## src/design/assert_macros.svh

```systemverilog
// Shared assertion macros for the allocator.
`ifndef ASSERT_MACROS_SVH
`define ASSERT_MACROS_SVH

// Clocked check, disabled while reset is low.
`define FFEA_ASSERT(lbl, prop, msg) \
  lbl: assert property (@(posedge clk_i) disable iff (!rst_ni) prop) else $error(msg);

// Clocked implication check, disabled while reset is low.
`define FFEA_ASSERT_IMP(lbl, ante, cons, msg) \
  lbl: assert property (@(posedge clk_i) disable iff (!rst_ni) (ante) |-> (cons)) \
    else $error(msg);

`endif

```

## src/design/ffea_pkg.sv

```systemverilog
package ffea_pkg;

  localparam logic [1:0] ST_OK    = 2'd0;
  localparam logic [1:0] ST_NOFIT = 2'd1;
  localparam logic [1:0] ST_FULL  = 2'd2;
  localparam logic [1:0] ST_RANGE = 2'd3;

  localparam logic KIND_RELEASE = 1'b1;

  typedef enum logic [1:0] {
    RSEL_NONE,
    RSEL_CUR,
    RSEL_SHIFT
  } rsel_e;

  typedef enum logic [2:0] {
    WSEL_NONE,
    WSEL_BASE_ADD,
    WSEL_BASE_START,
    WSEL_PREV_LIM_CUR,
    WSEL_PREV_LIM_END,
    WSEL_NEW,
    WSEL_SHIFT
  } wsel_e;

  typedef struct packed {
    logic       load_req;
    logic       inc_idx;
    logic       save_prev;
    rsel_e      rsel;
    wsel_e      wsel;
    logic       ptr_init_rem;
    logic       ptr_init_ins;
    logic       ptr_step;
    logic       set_grant;
    logic       set_status;
    logic [1:0] status_code;
    logic       cnt_inc;
    logic       cnt_dec;
    logic       res_load;
  } dp_cmd_t;

  typedef struct packed {
    logic is_release;
    logic range_err;
    logic empty;
    logic full;
    logic fit_gt;
    logic fit_eq;
    logic base_eq_end;
    logic base_gt_end;
    logic left;
    logic last;
    logic tail_merge;
    logic ins_at_ptr;
    logic rem_done;
    logic out_busy;
  } dp_sts_t;

endpackage

```

## src/design/ffea_dp.sv

```systemverilog
module ffea_dp #(
  parameter int TABLE_DEPTH = 16,
  parameter int ADDR_BITS   = 16
) (
  input  logic              clk_i,
  input  logic              rst_ni,
  input  ffea_pkg::dp_cmd_t cmd_i,
  output ffea_pkg::dp_sts_t sts_o,
  input  logic              kind_i,
  input  logic [15:0]       start_req_i,
  input  logic [15:0]       length_i,
  input  logic              out_ready_i,
  output logic              out_valid_o,
  output logic [15:0]       granted_start_o,
  output logic [1:0]        status_o
);
  import ffea_pkg::*;

  localparam int W    = ADDR_BITS + 1;
  localparam int XW   = (W > 17) ? W : 17;
  localparam int IW   = $clog2(TABLE_DEPTH);
  localparam int CNTW = $clog2(TABLE_DEPTH + 1);
  localparam logic [XW-1:0] SPACE = XW'(1) << ADDR_BITS;

  logic [2*W-1:0] mem [TABLE_DEPTH];
  logic [2*W-1:0] rdata_q;

  logic            kind_q;
  logic [XW-1:0]   start_q, len_q;
  logic [CNTW-1:0] count_q, idx_q, ptr_q;
  logic            ins_mode_q;
  logic [W-1:0]    prev_base_q, prev_lim_q;
  logic [15:0]     grant_q;
  logic [1:0]      stat_q;
  logic            out_valid_q;
  logic [15:0]     out_grant_q;
  logic [1:0]      out_stat_q;

  logic [XW-1:0]   end_x, rbase_x, rlim_x, size_x, start_w_x;
  logic [W-1:0]    rbase, rlim, start_w, end_w;
  logic [CNTW-1:0] idx_m1, ptr_p1, ptr_m1, idx_p1;
  logic            rd_en, wr_en;
  logic [IW-1:0]   raddr, waddr;
  logic [2*W-1:0]  wdata;

  assign end_x     = start_q + len_q;
  assign rbase     = rdata_q[2*W-1:W];
  assign rlim      = rdata_q[W-1:0];
  assign rbase_x   = XW'(rbase);
  assign rlim_x    = XW'(rlim);
  assign size_x    = rlim_x - rbase_x;
  assign start_w   = W'(start_q);
  assign end_w     = W'(end_x);
  assign start_w_x = XW'(prev_lim_q);
  assign idx_m1    = idx_q - CNTW'(1);
  assign idx_p1    = idx_q + CNTW'(1);
  assign ptr_p1    = ptr_q + CNTW'(1);
  assign ptr_m1    = ptr_q - CNTW'(1);

  always_comb begin
    rd_en = 1'b1;
    raddr = idx_q[IW-1:0];
    case (cmd_i.rsel)
      RSEL_CUR:   raddr = idx_q[IW-1:0];
      RSEL_SHIFT: raddr = ins_mode_q ? ptr_m1[IW-1:0] : ptr_p1[IW-1:0];
      default:    rd_en = 1'b0;
    endcase
  end

  always_comb begin
    wr_en = 1'b1;
    waddr = idx_q[IW-1:0];
    wdata = rdata_q;
    case (cmd_i.wsel)
      WSEL_BASE_ADD:     wdata = {W'(rbase_x + len_q), rlim};
      WSEL_BASE_START:   wdata = {start_w, rlim};
      WSEL_PREV_LIM_CUR: begin
        waddr = idx_m1[IW-1:0];
        wdata = {prev_base_q, rlim};
      end
      WSEL_PREV_LIM_END: begin
        waddr = idx_m1[IW-1:0];
        wdata = {prev_base_q, end_w};
      end
      WSEL_NEW:          wdata = {start_w, end_w};
      WSEL_SHIFT:        waddr = ptr_q[IW-1:0];
      default:           wr_en = 1'b0;
    endcase
  end

  always_ff @(posedge clk_i) begin
    if (wr_en) begin
      mem[waddr] <= wdata;
    end
    if (rd_en) begin
      rdata_q <= mem[raddr];
    end
  end

  // Request and scan payload.
  always_ff @(posedge clk_i) begin
    if (cmd_i.load_req) begin
      kind_q  <= kind_i;
      start_q <= XW'(start_req_i);
      len_q   <= XW'(length_i);
      grant_q <= '0;
      stat_q  <= ST_OK;
    end else begin
      if (cmd_i.set_grant) begin
        grant_q <= rbase_x[15:0];
      end
      if (cmd_i.set_status) begin
        stat_q <= cmd_i.status_code;
      end
    end
    if (cmd_i.save_prev) begin
      prev_base_q <= rbase;
      prev_lim_q  <= rlim;
    end
    if (cmd_i.res_load) begin
      out_grant_q <= grant_q;
      out_stat_q  <= stat_q;
    end
  end

  always_ff @(posedge clk_i or negedge rst_ni) begin
    if (!rst_ni) begin
      count_q     <= '0;
      idx_q       <= '0;
      ptr_q       <= '0;
      ins_mode_q  <= 1'b0;
      out_valid_q <= 1'b0;
    end else begin
      if (cmd_i.load_req) begin
        idx_q <= '0;
      end else if (cmd_i.inc_idx) begin
        idx_q <= idx_p1;
      end
      if (cmd_i.ptr_init_rem) begin
        ptr_q      <= idx_q;
        ins_mode_q <= 1'b0;
      end else if (cmd_i.ptr_init_ins) begin
        ptr_q      <= count_q;
        ins_mode_q <= 1'b1;
      end else if (cmd_i.ptr_step) begin
        ptr_q <= ins_mode_q ? ptr_m1 : ptr_p1;
      end
      if (cmd_i.cnt_inc) begin
        count_q <= count_q + CNTW'(1);
      end else if (cmd_i.cnt_dec) begin
        count_q <= count_q - CNTW'(1);
      end
      if (cmd_i.res_load) begin
        out_valid_q <= 1'b1;
      end else if (out_ready_i) begin
        out_valid_q <= 1'b0;
      end
    end
  end

  assign sts_o.is_release  = (kind_q == KIND_RELEASE);
  assign sts_o.range_err   = (end_x > SPACE);
  assign sts_o.empty       = (count_q == '0);
  assign sts_o.full        = (count_q == CNTW'(TABLE_DEPTH));
  assign sts_o.fit_gt      = (size_x > len_q);
  assign sts_o.fit_eq      = (size_x == len_q);
  assign sts_o.base_eq_end = (rbase_x == end_x);
  assign sts_o.base_gt_end = (rbase_x > end_x);
  assign sts_o.left        = (idx_q != '0) && (start_w_x == start_q);
  assign sts_o.last        = (idx_p1 == count_q);
  assign sts_o.tail_merge  = (start_w_x == start_q);
  assign sts_o.ins_at_ptr  = (ptr_q == idx_q);
  assign sts_o.rem_done    = (ptr_p1 >= count_q);
  assign sts_o.out_busy    = out_valid_q && !out_ready_i;

  assign out_valid_o     = out_valid_q;
  assign granted_start_o = out_grant_q;
  assign status_o        = out_stat_q;

endmodule

```

## src/design/ffea_ctrl.sv

```systemverilog
module ffea_ctrl (
  input  logic              clk_i,
  input  logic              rst_ni,
  input  logic              in_valid_i,
  output logic              in_ready_o,
  input  ffea_pkg::dp_sts_t sts_i,
  output ffea_pkg::dp_cmd_t cmd_o
);
  import ffea_pkg::*;

  localparam logic [3:0] S_IDLE = 4'd0;
  localparam logic [3:0] S_CHK  = 4'd1;
  localparam logic [3:0] S_RD   = 4'd2;
  localparam logic [3:0] S_EV   = 4'd3;
  localparam logic [3:0] S_TAIL = 4'd4;
  localparam logic [3:0] S_INS  = 4'd5;
  localparam logic [3:0] S_ISH  = 4'd6;
  localparam logic [3:0] S_ISW  = 4'd7;
  localparam logic [3:0] S_RSH  = 4'd8;
  localparam logic [3:0] S_RSW  = 4'd9;
  localparam logic [3:0] S_DONE = 4'd10;

  logic [3:0] state_q, state_d;

  always_ff @(posedge clk_i or negedge rst_ni) begin
    if (!rst_ni) begin
      state_q <= S_IDLE;
    end else begin
      state_q <= state_d;
    end
  end

  always_comb begin
    cmd_o      = '0;
    cmd_o.rsel = RSEL_NONE;
    cmd_o.wsel = WSEL_NONE;
    in_ready_o = 1'b0;
    state_d    = state_q;
    case (state_q)
      S_IDLE: begin
        in_ready_o = 1'b1;
        if (in_valid_i) begin
          cmd_o.load_req = 1'b1;
          state_d        = S_CHK;
        end
      end
      S_CHK: begin
        if (sts_i.is_release && sts_i.range_err) begin
          cmd_o.set_status  = 1'b1;
          cmd_o.status_code = ST_RANGE;
          state_d           = S_DONE;
        end else if (sts_i.empty) begin
          if (sts_i.is_release) begin
            state_d = S_INS;
          end else begin
            cmd_o.set_status  = 1'b1;
            cmd_o.status_code = ST_NOFIT;
            state_d           = S_DONE;
          end
        end else begin
          cmd_o.rsel = RSEL_CUR;
          state_d    = S_EV;
        end
      end
      S_RD: begin
        cmd_o.rsel = RSEL_CUR;
        state_d    = S_EV;
      end
      S_EV: begin
        if (!sts_i.is_release && sts_i.fit_gt) begin
          cmd_o.wsel      = WSEL_BASE_ADD;
          cmd_o.set_grant = 1'b1;
          state_d         = S_DONE;
        end else if (!sts_i.is_release && sts_i.fit_eq) begin
          cmd_o.set_grant    = 1'b1;
          cmd_o.ptr_init_rem = 1'b1;
          state_d            = S_RSH;
        end else if (sts_i.is_release && sts_i.base_eq_end) begin
          if (sts_i.left) begin
            // Bridge the gap: widen the left extent, drop this one.
            cmd_o.wsel         = WSEL_PREV_LIM_CUR;
            cmd_o.ptr_init_rem = 1'b1;
            state_d            = S_RSH;
          end else begin
            cmd_o.wsel = WSEL_BASE_START;
            state_d    = S_DONE;
          end
        end else if (sts_i.is_release && sts_i.base_gt_end) begin
          if (sts_i.left) begin
            cmd_o.wsel = WSEL_PREV_LIM_END;
            state_d    = S_DONE;
          end else begin
            state_d = S_INS;
          end
        end else begin
          cmd_o.save_prev = 1'b1;
          cmd_o.inc_idx   = 1'b1;
          if (!sts_i.last) begin
            state_d = S_RD;
          end else if (sts_i.is_release) begin
            state_d = S_TAIL;
          end else begin
            cmd_o.set_status  = 1'b1;
            cmd_o.status_code = ST_NOFIT;
            state_d           = S_DONE;
          end
        end
      end
      S_TAIL: begin
        if (sts_i.tail_merge) begin
          cmd_o.wsel = WSEL_PREV_LIM_END;
          state_d    = S_DONE;
        end else begin
          state_d = S_INS;
        end
      end
      S_INS: begin
        if (sts_i.full) begin
          cmd_o.set_status  = 1'b1;
          cmd_o.status_code = ST_FULL;
          state_d           = S_DONE;
        end else begin
          cmd_o.ptr_init_ins = 1'b1;
          state_d            = S_ISH;
        end
      end
      S_ISH: begin
        if (sts_i.ins_at_ptr) begin
          cmd_o.wsel    = WSEL_NEW;
          cmd_o.cnt_inc = 1'b1;
          state_d       = S_DONE;
        end else begin
          cmd_o.rsel = RSEL_SHIFT;
          state_d    = S_ISW;
        end
      end
      S_ISW: begin
        cmd_o.wsel     = WSEL_SHIFT;
        cmd_o.ptr_step = 1'b1;
        state_d        = S_ISH;
      end
      S_RSH: begin
        if (sts_i.rem_done) begin
          cmd_o.cnt_dec = 1'b1;
          state_d       = S_DONE;
        end else begin
          cmd_o.rsel = RSEL_SHIFT;
          state_d    = S_RSW;
        end
      end
      S_RSW: begin
        cmd_o.wsel     = WSEL_SHIFT;
        cmd_o.ptr_step = 1'b1;
        state_d        = S_RSH;
      end
      S_DONE: begin
        // Hold until the output register is free.
        if (!sts_i.out_busy) begin
          cmd_o.res_load = 1'b1;
          state_d        = S_IDLE;
        end
      end
      default: state_d = S_IDLE;
    endcase
  end

endmodule

```

## src/design/first_fit_extent_allocator_top.sv

```systemverilog
// Channel | Direction | Handshake               | Payload
// request | in        | in_valid_i / in_ready_o | kind_i, start_req_i, length_i
// result  | out       | out_valid_o / out_ready_i | granted_start_o, status_o
//
// One request at a time: accept and check, scan the extents in table order,
// move extents on insert or remove, then finish. Scan and move share the
// table, whose reads are registered.
// Reset leaves the table empty (count zero); no clearing pass is needed.
// A new request is taken while a finished result waits in the output register.
module first_fit_extent_allocator_top #(
  parameter int TABLE_DEPTH = 16,
  parameter int ADDR_BITS   = 16
) (
  input  logic        clk_i,
  input  logic        rst_ni,
  input  logic        in_valid_i,
  output logic        in_ready_o,
  input  logic        kind_i,
  input  logic [15:0] start_req_i,
  input  logic [15:0] length_i,
  output logic        out_valid_o,
  input  logic        out_ready_i,
  output logic [15:0] granted_start_o,
  output logic [1:0]  status_o
);
  import ffea_pkg::*;

  dp_cmd_t cmd;
  dp_sts_t sts;

  ffea_ctrl u_ctrl (
    .clk_i      (clk_i),
    .rst_ni     (rst_ni),
    .in_valid_i (in_valid_i),
    .in_ready_o (in_ready_o),
    .sts_i      (sts),
    .cmd_o      (cmd)
  );

  ffea_dp #(
    .TABLE_DEPTH (TABLE_DEPTH),
    .ADDR_BITS   (ADDR_BITS)
  ) u_dp (
    .clk_i           (clk_i),
    .rst_ni          (rst_ni),
    .cmd_i           (cmd),
    .sts_o           (sts),
    .kind_i          (kind_i),
    .start_req_i     (start_req_i),
    .length_i        (length_i),
    .out_ready_i     (out_ready_i),
    .out_valid_o     (out_valid_o),
    .granted_start_o (granted_start_o),
    .status_o        (status_o)
  );

`include "assert_macros.svh"

  `FFEA_ASSERT(a_busy_after_accept, (in_valid_i && in_ready_o) |=> !in_ready_o, "ready after accept")
  `FFEA_ASSERT_IMP(a_fail_no_grant, out_valid_o && status_o != ST_OK,
                   granted_start_o == 16'd0, "grant on failure")
  `FFEA_ASSERT_IMP(a_count_bound, !sts.empty, !(sts.full && sts.empty), "count flags clash")

endmodule
```

## config.mk

```make
export PLATFORM = sky130hd
export DESIGN_NAME = first_fit_extent_allocator_top
export DESIGN_NICKNAME = d
export VERILOG_FILES = /design/src/design/ffea_pkg.sv /design/src/design/ffea_dp.sv /design/src/design/ffea_ctrl.sv /design/src/design/first_fit_extent_allocator_top.sv
export VERILOG_INCLUDE_DIRS = /design/src /design/src/design
export SDC_FILE = /design/constraint.sdc
export NUM_CORES = 1
export LEC_CHECK = 0
export ABC_AREA = 1
export BUFFER_PORTS_ARGS = -buffer_cell sky130_fd_sc_hd__buf_2
export CAP_MARGIN = 20
export CORE_AREA = 2 2 273 275
export CTS_BUF_LIST = sky130_fd_sc_hd__clkbuf_4 sky130_fd_sc_hd__clkbuf_8
export CTS_CLUSTER_DIAMETER = 200
export DETAILED_ROUTE_END_ITERATION = 8
export DIE_AREA = 0 0 275 277
export PLACE_DENSITY = 0.71
export SLEW_MARGIN = 40
export SYNTH_ARGS = -nofsm -noshare
export SYNTH_HDL_FRONTEND = slang
export SYNTH_SLANG_ARGS = --single-unit
```

## constraint.sdc

```tcl
create_clock -name clk_i -period 7.45 [get_ports clk_i]
set_input_delay 0 -clock clk_i [delete_from_list [all_inputs] [get_ports clk_i]]
set_output_delay 0 -clock clk_i [all_outputs]
set_load 0.02 [all_outputs]
```

Yosys cells after proc, flatten, opt, wreduce, memory -nomap -nowiden
Memories as Yosys holds them, arrays and structs flattened. A register that Yosys moved wholly into a read port is not among the register bits.
Cells that the tools add are included.

word-level totals
  bits in registers = 124
  bits in latches = 0
  bits in writable memories = 544
  memory bits (read-only) = 0
  output and inout bits = 20
  word-level logic and storage cells = 164
  memories = 1

memory list
  name      depth  width  read ports  clocked after Yosys merged registers in  write ports  RTL line       text
  u_dp.mem  16     34     1           1                                        1            ffea_dp.sv:25  logic [2*W-1:0] mem [TABLE_DEPTH];

operators by class
  add/subtract/negate cells = 9
  $mul = 0
  divide/modulo/power cells = 0
  order comparisons = 4
  equality and inequality tests = 26
  shifts and indexed selects = 0
  multiplexer cells = 87
  bitwise gates (word level) = 0
  reductions and logical operators = 22

operators with widths
  operator                                              count
  case mux 34 bit (5 select lines)                      1
  2-to-1 mux 4 bit                                      17
  2-to-1 mux 3 bit                                      16
  case mux 4 bit (11 select lines)                      1
  2-to-1 mux 5 bit                                      8
  equality test 17 x 16 -> 1 bit                        2
  2-to-1 mux 1 bit                                      30
  2-to-1 mux 2 bit                                      10
  adder 16 x 16 -> 17 bit                               1
  adder 17 x 16 -> 17 bit                               1
  equality test 17 bit                                  1
  > comparator 17 x 16 -> 1 bit                         1
  > comparator 17 bit                                   1
  > comparator 17 bit (second input constant)           1
  subtractor 17 bit                                     1
  equality test 4 x 3 -> 1 bit (second input constant)  4
  adder 5 x 1 -> 5 bit (second input constant)          3
  equality test 4 bit (second input constant)           3
  case mux 3 bit (4 select lines)                       1
  equality test 5 bit                                   2
  subtractor 5 x 1 -> 5 bit (second input constant)     2
  equality test 3 bit (second input constant)           3
  case mux 3 bit (3 select lines)                       1
  equality test 4 x 2 -> 1 bit (second input constant)  2
  other kinds (21)                                      35

Longest topological paths before layout
Gate-level depths: netlist (run 1).

  depth after elaboration = 13
  depth in mapped cells = 35
  gate-level depth less buffers = 35

By module
A second synthesis (run 1) with hierarchy kept.

second synthesis, totals
  cells, all modules = 2655
  area, all modules = 32608.8 um2

by module, submodules not included
  module     instances  cells each  area each (um2)  sequential area each (um2)
  ffea_dp    1          2527        31964.4          20694.8
  ffea_ctrl  1          128         644.4            100.1

Least setup slack after synthesis (run 1)
No wires, ideal clock.

  path kind = flip-flop to flip-flop
  from = reg u_dp.rdata_q[18] (read register of u_dp.mem)
  to = mem u_dp.mem[13][0] (netlist name), enable pin
  library setup time = 0.425 ns
  arrival = 5.446 ns
  path slack = 1.579 ns
  stages on the path, launching flop included = 34
  period minus slack after synthesis = 5.871 ns
  cell sequence = edfxtp_1 > inv_1 > ha_1 > nand2_1 > nor2_1 > a211oi_1 > o21bai_1 > a21oi_1 > o21ai_0 > a21oi_1 > o21ai_0 > nand2_1 > a21oi_1 > xnor2_1 > inv_1 > ha_1 > nand2_1 > inv_1 > nand4_1 > nor4_1 > nand3_1 > nand2_1 > inv_2 > nand2_2 > nand2_2 > nand2_4 > nand2_8 > nand2_8 > nand2_4 > nand2_2 > nand3_4 > nor2_4 > nand2_2 > nor2_1

between the ends
  word-level cells in the longest chain between the ends = 12
  elaborated cells on any way between the ends = 26
  those cells by class = 1 x add/sub; 2 x order compare; 8 x eq/ne; 9 x mux; 6 x reduce/logical

RTL lines
  element                                                                    RTL line         text
  from (decl)                                                                ffea_dp.sv:26    logic [2*W-1:0] rdata_q;
  parallel branches: the longest is 5 deep, another holds subtractor 17 bit  --
  2-to-1 mux 3 bit (*)                                                       ffea_ctrl.sv:70  if (!sts_i.is_release && sts_i.fit_gt) begin
  case mux 3 bit (4 select lines) (*)                                        ffea_ctrl.sv:39  case (state_q)
  equality test 3 bit (tied with other cells)                                ffea_dp.sv:74    case (cmd_i.wsel)
  OR reduction 6 bit (no line)                                               --
  2-to-1 mux 1 bit                                                           ffea_dp.sv:74
  2-to-1 mux 1 bit                                                           ffea_dp.sv:92    if (wr_en) begin
  2-to-1 mux 1 bit (implied by the code)                                     ffea_dp.sv:93    mem[waddr] <= wdata;
  to (decl)                                                                  ffea_dp.sv:25

Mark *: on every way between the ends.

Worst setup path in the final report (run 1)
  from = reg u_dp.len_q[0]
  to = mem u_dp.mem[7][20] (netlist name), enable pin

between the ends
  word-level cells in the longest chain between the ends = 13
  elaborated cells on any way between the ends = 26
  those cells by class = 1 x add/sub; 2 x order compare; 8 x eq/ne; 9 x mux; 6 x reduce/logical

RTL lines
  element                                      RTL line         text
  from (decl)                                  ffea_dp.sv:29    logic [XW-1:0] start_q, len_q;
  from (signal assigned)                       ffea_dp.sv:105   len_q <= XW'(length_i);
  adder 16 x 16 -> 17 bit                      ffea_dp.sv:46    assign end_x = start_q + len_q;
  > comparator 17 bit                          ffea_dp.sv:168   assign sts_o.base_gt_end = (rbase_x > end_x);
  logical AND 1 bit                            ffea_ctrl.sv:88  end else if (sts_i.is_release && sts_i.base_gt_end) begin
  2-to-1 mux 3 bit                             ffea_ctrl.sv:88
  2-to-1 mux 3 bit                             ffea_ctrl.sv:78  end else if (sts_i.is_release && sts_i.base_eq_end) begin
  2-to-1 mux 3 bit                             ffea_ctrl.sv:74  end else if (!sts_i.is_release && sts_i.fit_eq) begin
  2-to-1 mux 3 bit (*)                         ffea_ctrl.sv:70
  case mux 3 bit (4 select lines) (*)          ffea_ctrl.sv:39
  equality test 3 bit (tied with other cells)  ffea_dp.sv:74
  OR reduction 6 bit (no line)                 --
  2-to-1 mux 1 bit                             ffea_dp.sv:74
  2-to-1 mux 1 bit                             ffea_dp.sv:92
  2-to-1 mux 1 bit (implied by the code)       ffea_dp.sv:93

Every way passes the cells marked *; elsewhere a longest branch is shown, timed or not.

==> results of run 1 <==
worst max path at each step:
stage                                start              end  cells after the start
after CTS                    u_dp.len_q[0]  u_dp.mem[7][23]                     29
after global routing         u_dp.len_q[0]  u_dp.mem[7][20]                     29
final                        u_dp.len_q[0]  u_dp.mem[7][20]                     29
after floorplan           u_dp.rdata_q[18]  u_dp.mem[13][0]                     33
after global placement       u_dp.len_q[0]  u_dp.mem[7][20]                     29
after detailed placement     u_dp.len_q[0]  u_dp.mem[7][20]                     29
logic make-up (layout without fill, tap and decap cells):
kind of cell | count (synthesis) | in the layout | synth area share [%]
muxes | 272 | 272 | 9.395
xor gates and xnor gates | 56 | 56 | 1.504
and+or+nand+nor | 876 | 876 | 11.81
buffers and inverters | 271 | 564 | 3.231
AOI/OAI and AO/OA | 364 | 364 | 6.386
adders and majority gates | 99 | 99 | 3.891
other | 0 | 1 | 0
DFF | 702 | 702 | 63.78
cell usage after synthesis, drive strengths merged (4+ instances only):
cell     number  share of area, %
a211oi        4             0.092
a21o          5              0.12
a21oi        99               1.5
a22oi        13              0.30
a31oi         7              0.13
buf          32              0.48
clkbuf       65              0.75
dfrtp        21               1.6
dfxtp        18               1.1
edfxtp      663                61
fa            4              0.25
ha           95               3.6
inv         172               2.0
mux2        272               9.4
nand2       571               6.9
nand3       124               2.0
nand3b        8              0.20
nand4        35              0.76
nor2        108               1.3
nor3         13              0.30
nor4          7              0.15
o2111ai       5              0.13
o211ai       37              0.85
o21ai       167               2.6
o21bai        7              0.16
o22ai         5             0.096
or2           6              0.12
xnor2        15              0.40
xor2         41               1.1
cells in the final DEF, fill, tap and decap left out, types with 71 or more instances in the layout:
cell type,n
edfxtp_1,663
nand2_1,550
mux2_2,272
o21ai_0,157
inv_1,155
nand3_1,118
clkbuf_8,115
a21oi_1,97
ha_1,95
nor2_1,86
dlygate4sd3_1,71
worst reg2reg max path: cells and delay by family (launching register included):
kind	cells	cell delay (ps)
AO/OA/AOI/OAI	2	580
adder cells (fa/ha/maj)	3	870
buffers and inverters	5	860
flip-flops	1	450
AND/OR/NAND/NOR	19	3450
sequential cells by signal (all words and copies together), names as in the netlist, 16 cells and up:
name	count
u_dp.mem	544
u_dp.rdata_q	34
u_dp.prev_base_q	17
u_dp.prev_lim_q	17
u_dp.grant_q	16
u_dp.granted_start_o	16
u_dp.len_q	16
u_dp.start_q	16
timing repair:
| action | in CTS | in global routing |
|---|---|---|
| hold buffers | 71 | 1 |
| setup buffers | 0 | 0 |
| hold endpoints to repair | 76 | 21 |
metrics by stage:
stage	worst slack, ps	instances	hold slack [ps]	util [%]
final	857.2	3903	168.0	50.95
after CTS	918.4	3898	124.4	50.89
after global placement	1088	3627	8.614	46.85
after floorplan	1579	2640	-295.6	-
after global routing	340.3	3902	197.2	50.95
after detailed placement	975.0	3627	20.63	46.90
layer usage:
layer	vias to the layer above	GRT usage (%)	share of wire, %
met5	-	0	0.038
li1	9927	-	-
met4	4	8.247	3.6
met2	849	36.60	47
met3	193	4.171	6.9
met1	10730	30.19	42
layout make-up:
type,count,area (um^2),area share (%)
inverter,174,655.6,1.749
clock buffer,151,1853,4.943
sequential,702,20790,55.47
multi-input combinational,1667,11010,29.37
tap,969,1212,3.234
timing repair buffer,190,1590,4.242
clock inverter,49,367.9,0.9813
antenna,1,2.502,0.006676
where the power goes:
group          total [uW]  internal (uW)  switching (uW)
Combinational        8190           2680            5520
Sequential           6340           5900             436
Clock                3300           1760            1540
==> impl_metrics.ini, run 1 <==
[global_routing]
grt_pass1_wl_um = 130200
first_global_vias = 22030
overflow = 0
grt_max_degree = 104
grt_antenna_before_repair = 2
grtUsageTotal_pct = 22.55

[worst_setup_path]
reg2reg_depth = 29
crit_required_ps = 7830
critical_path_class = flop to flop
crit_top_cell = nand2_1
crit_arrival_ps = 6970
worstReg2RegEnd = u_dp.mem[7][20]
path_buf_inv = 5
cp-start-kind = flop
cp_slowest_stage_delay_ps = 530
timing.rr.start = u_dp.len_q[0]
slowest_stage = nor4_1
r2r_slack_ps = 860
crit_family = simple AND/OR/NAND/NOR gates
crit_path_max_fanout = 25
endpoint_kind = flop

[logic_synthesis]
ys_seq_elements = 702
synthFlopType = edfxtp_1
synth_fp_nets = 2776
synth_edf_count = 663
syn_area_per_cell_um2 = 12.35
async_reset_ff_share_pct = 2.991
synth_warnings = 0
netlist_instances = 2640
yosysSeqAreaShare_pct = 63.78
syn_area_mm2 = 0.03260
synthDistinctLibCells = 59

[clock_network]
clkTransAtPathRegs_ps = 70
cts_max_level = 3
clock_latency_ps = 750
numClockSinks = 702
cts_tree = yes
numCtsBuffers = 112
ctsResizeCount = 0
root_buffer = clkbuf_8
cts_max_path_buffers = 3

[outcome]
status = completed

[finish]
syn_to_final_growth_pct = 14.98
fillers = 6338
nNetsFinal = 2983
layout-drive-gt1-share_pct = 22.47
design_area_mm2 = 0.03749

[power]
ir_drop_uv = 221.1
total_leakage_power_uw = 0.01383
finalPower_uw = 17830
p_per_area_mw_per_mm2 = 475.7

[detailed_routing]
wl_um = 86160
drtPass1Iterations = 5
vias = 21710
drc = 0
vias_per_cell = 5.562
ant_nets = 0
drtIter0Drc = 2231
routedWlPerCell_um = 22.07

[place]
place_congestion = 0.9446
placed_area_mm2 = 0.03451
io_buffer_count = 56
dp_hpwl_um = 56790

[die]
die_w_um = 275
initial_core_util_pct = 44.31
ios = 57
num_rows = 100
die_area_mm2 = 0.07618
fp.coreArea_mm2 = 0.07357
die_y_um = 277

[worst_hold_path]
hold_end = u_ctrl.state_q[0]
hp-class = primary input to flop
hold_depth = 4
hold_path_startpoint = in_valid_i

[sta]
fin_crit_sh_pct = 88.49
timing.slew.headroom_pct = 43.32
rsz0062_at_grt = false
tns_ps = 0
worst_pin_slew_ps = 847.0
fmax_mhz = 151.7
final_max_slew_viol_count = 0
hold_viol = 0
setup_viol = 0
period_needed_ps = 6593
skew_ps = 47.58

[run]
drv_cap = 0
No activity file was read; power rests on OpenSTA's default activity.
==> run 2, diff against run 1 <==
--- a/config.mk
+++ b/config.mk
@@ -14,6 +14,7 @@
 export CTS_CLUSTER_DIAMETER = 200
 export DETAILED_ROUTE_END_ITERATION = 8
 export DIE_AREA = 0 0 275 277
+export MAX_ROUTING_LAYER = met4
 export PLACE_DENSITY = 0.71
 export SLEW_MARGIN = 40
 export SYNTH_ARGS = -nofsm -noshare
==> run 2 against run 1 <==
Global-route usage rose by 0.77 points. Clock power rose by 7.0%. Via count is 0.30% lower. Final cell count rose by 0.49%. Power rose by 2.1%. Register-to-register slack improved by 30 ps. Core utilization up 0.39 points. Critical path depth up 2. Die area stayed put. Routed wire length rose by 0.80%. Combinational power rose by 2%. Flip-flop and latch count unchanged. Critical path type unchanged. Largest cell class unchanged. Largest power group unchanged. Highest routed layer is now met4.
==> impl_metrics.ini, run 2 (same netlist as run 1, synthesis figures left out) <==
[power]
ir_drop_uv = 256.6
p_per_area_mw_per_mm2 = 481.9
total_leakage_power_uw = 0.01398

[sta]
holdWs_ps = 159.0
fin_crit_sh_pct = 88.07
period_needed_ps = 6561
final_max_slew_viol_count = 0
fmax_mhz = 152.4
rsz0062_at_grt = false
fin_ws_ps = 888.5
setup_viol = 0
tns_ps = 0
hold_viol = 0
timing.slew.headroom_pct = 41.39
skew_ps = 54.48
worst_pin_slew_ps = 876.5

[clock_network]
numClockSinks = 702
numCtsBuffers = 114
cts_hold_buf = 71
cts_max_level = 3
cts_max_path_buffers = 3
ctsResizeCount = 0
clkTransAtPathRegs_ps = 60
clock_latency_ps = 790
post-cts-setup-buffer-count = 0
cts_tree = yes
root_buffer = clkbuf_8

[die]
ios = 57
initial_core_util_pct = 44.31
die_area_mm2 = 0.07618
fp.coreArea_mm2 = 0.07357
die_y_um = 277
num_rows = 100
die_w_um = 275

[worst_setup_path]
slowest_stage = nor2_4
crit_top_cell = nand2_1
endpoint_kind = flop
cp_slowest_stage_delay_ps = 620
crit_path_max_fanout = 19
crit_required_ps = 7910
cp-start-kind = flop
r2r_slack_ps = 890
critical_path_class = flop to flop
crit_arrival_ps = 7020

[finish]
largest_reg_flops = 544
fin_util_pct = 51.34
regMostFlops = u_dp.mem
layout_common_cells = edfxtp_1, nand2_1, mux2_2
syn_to_final_growth_pct = 15.85
nNetsFinal = 2993
fillers = 6313
final_common_cell = edfxtp_1
reg_top3 = u_dp.mem: 544 flops, u_dp.rdata_q: 34 flops
layout-drive-gt1-share_pct = 23.07

[detailed_routing]
vias_per_cell = 5.518
vias = 21640
drtIter0Drc = 2133
drc = 0
wl_um = 86850
ant_nets = 0
drtPass1Iterations = 6
routedWlPerCell_um = 22.14

[outcome]
status = completed

[global_routing]
grt_max_degree = 137
grt_antenna_before_repair = 3
grt_pass1_wl_um = 130900
overflow = 0
grtUsageTotal_pct = 23.32
first_global_vias = 21910

[run]
drv_cap = 0

[place]
place_ws_ps = 903.7
dp_hpwl_um = 57460
place_congestion = 0.9628
io_buffer_count = 56

[worst_hold_path]
hp-class = primary input to flop
## run 2: cell types whose count changed in the layout (fill, tap and decap cells not counted), sizes merged
cell    before  now
clkinv      41   42
bufinv       4    7
clkbuf     151  156
buf        119  127
inv        177  179
## run 2: final timing paths
kind / from / end / cells past startpoint
min in group asynchronous: rst_ni / u_ctrl.state_q[2] / 4
max reg2reg: u_dp.start_q[0] / u_dp.mem[13][19] / 31
max: u_dp.start_q[0] / u_dp.mem[13][19] / 31
max in group asynchronous: rst_ni / u_dp.count_q[3] / 4
min: out_ready_i / u_ctrl.state_q[1] / 5
min reg2reg: u_dp.grant_q[4] / u_dp.granted_start_o[4] / 0
## run 2: stage by stage
| stage | power, uW | cell area, um^2 | instances |
|---|---|---|---|
| 2_1_floorplan | 11440 | 32600 | 2640 |
| 3_3_place_gp | 14370 | 34500 | 3631 |
| 3_5_place_dp | 14530 | 34580 | 3634 |
| 4_1_cts | 18140 | 37720 | 3916 |
| 5_1_grt | 19210 | 37770 | 3922 |
| 6_report | 18200 | 37770 | 3922 |
## run 2: worst max-delay path, delay by kind of cell, from the launching register on
family	cells	cell delay [ps]
fa+ha+maj	3	900
simple gates	20	3480
buf+inv	6	860
compound gates	2	580
flops	1	440
## run 2: area by class of cell
| cell class | count | area, um^2 | share of cell area (%) |
|---|---|---|---|
| clock inverters | 55 | 503.0 | 1.332 |
| repair buffers | 198 | 1687 | 4.466 |
| flip-flops and latches | 702 | 20790 | 55.06 |
| inverters | 174 | 655.6 | 1.736 |
| multi-input cells | 1667 | 10990 | 29.11 |
| well taps | 969 | 1212 | 3.210 |
| clock buffers | 156 | 1922 | 5.088 |
| diodes | 1 | 2.502 | 0.006625 |
## run 2: metal layers
layer	track usage, %	vias up	share of wire (%)
li1	-	9941	-
met1	30.42	10690	42
met2	36.83	821	48
met3	3.885	186	6.8
met4	8.261	0	3.4
met5	-	-	0
## run 2: power by group
part / internal [uW] / switching, uW
registers: 5890 / 423
logic: 2710 / 5640
clock network: 1940 / 1590
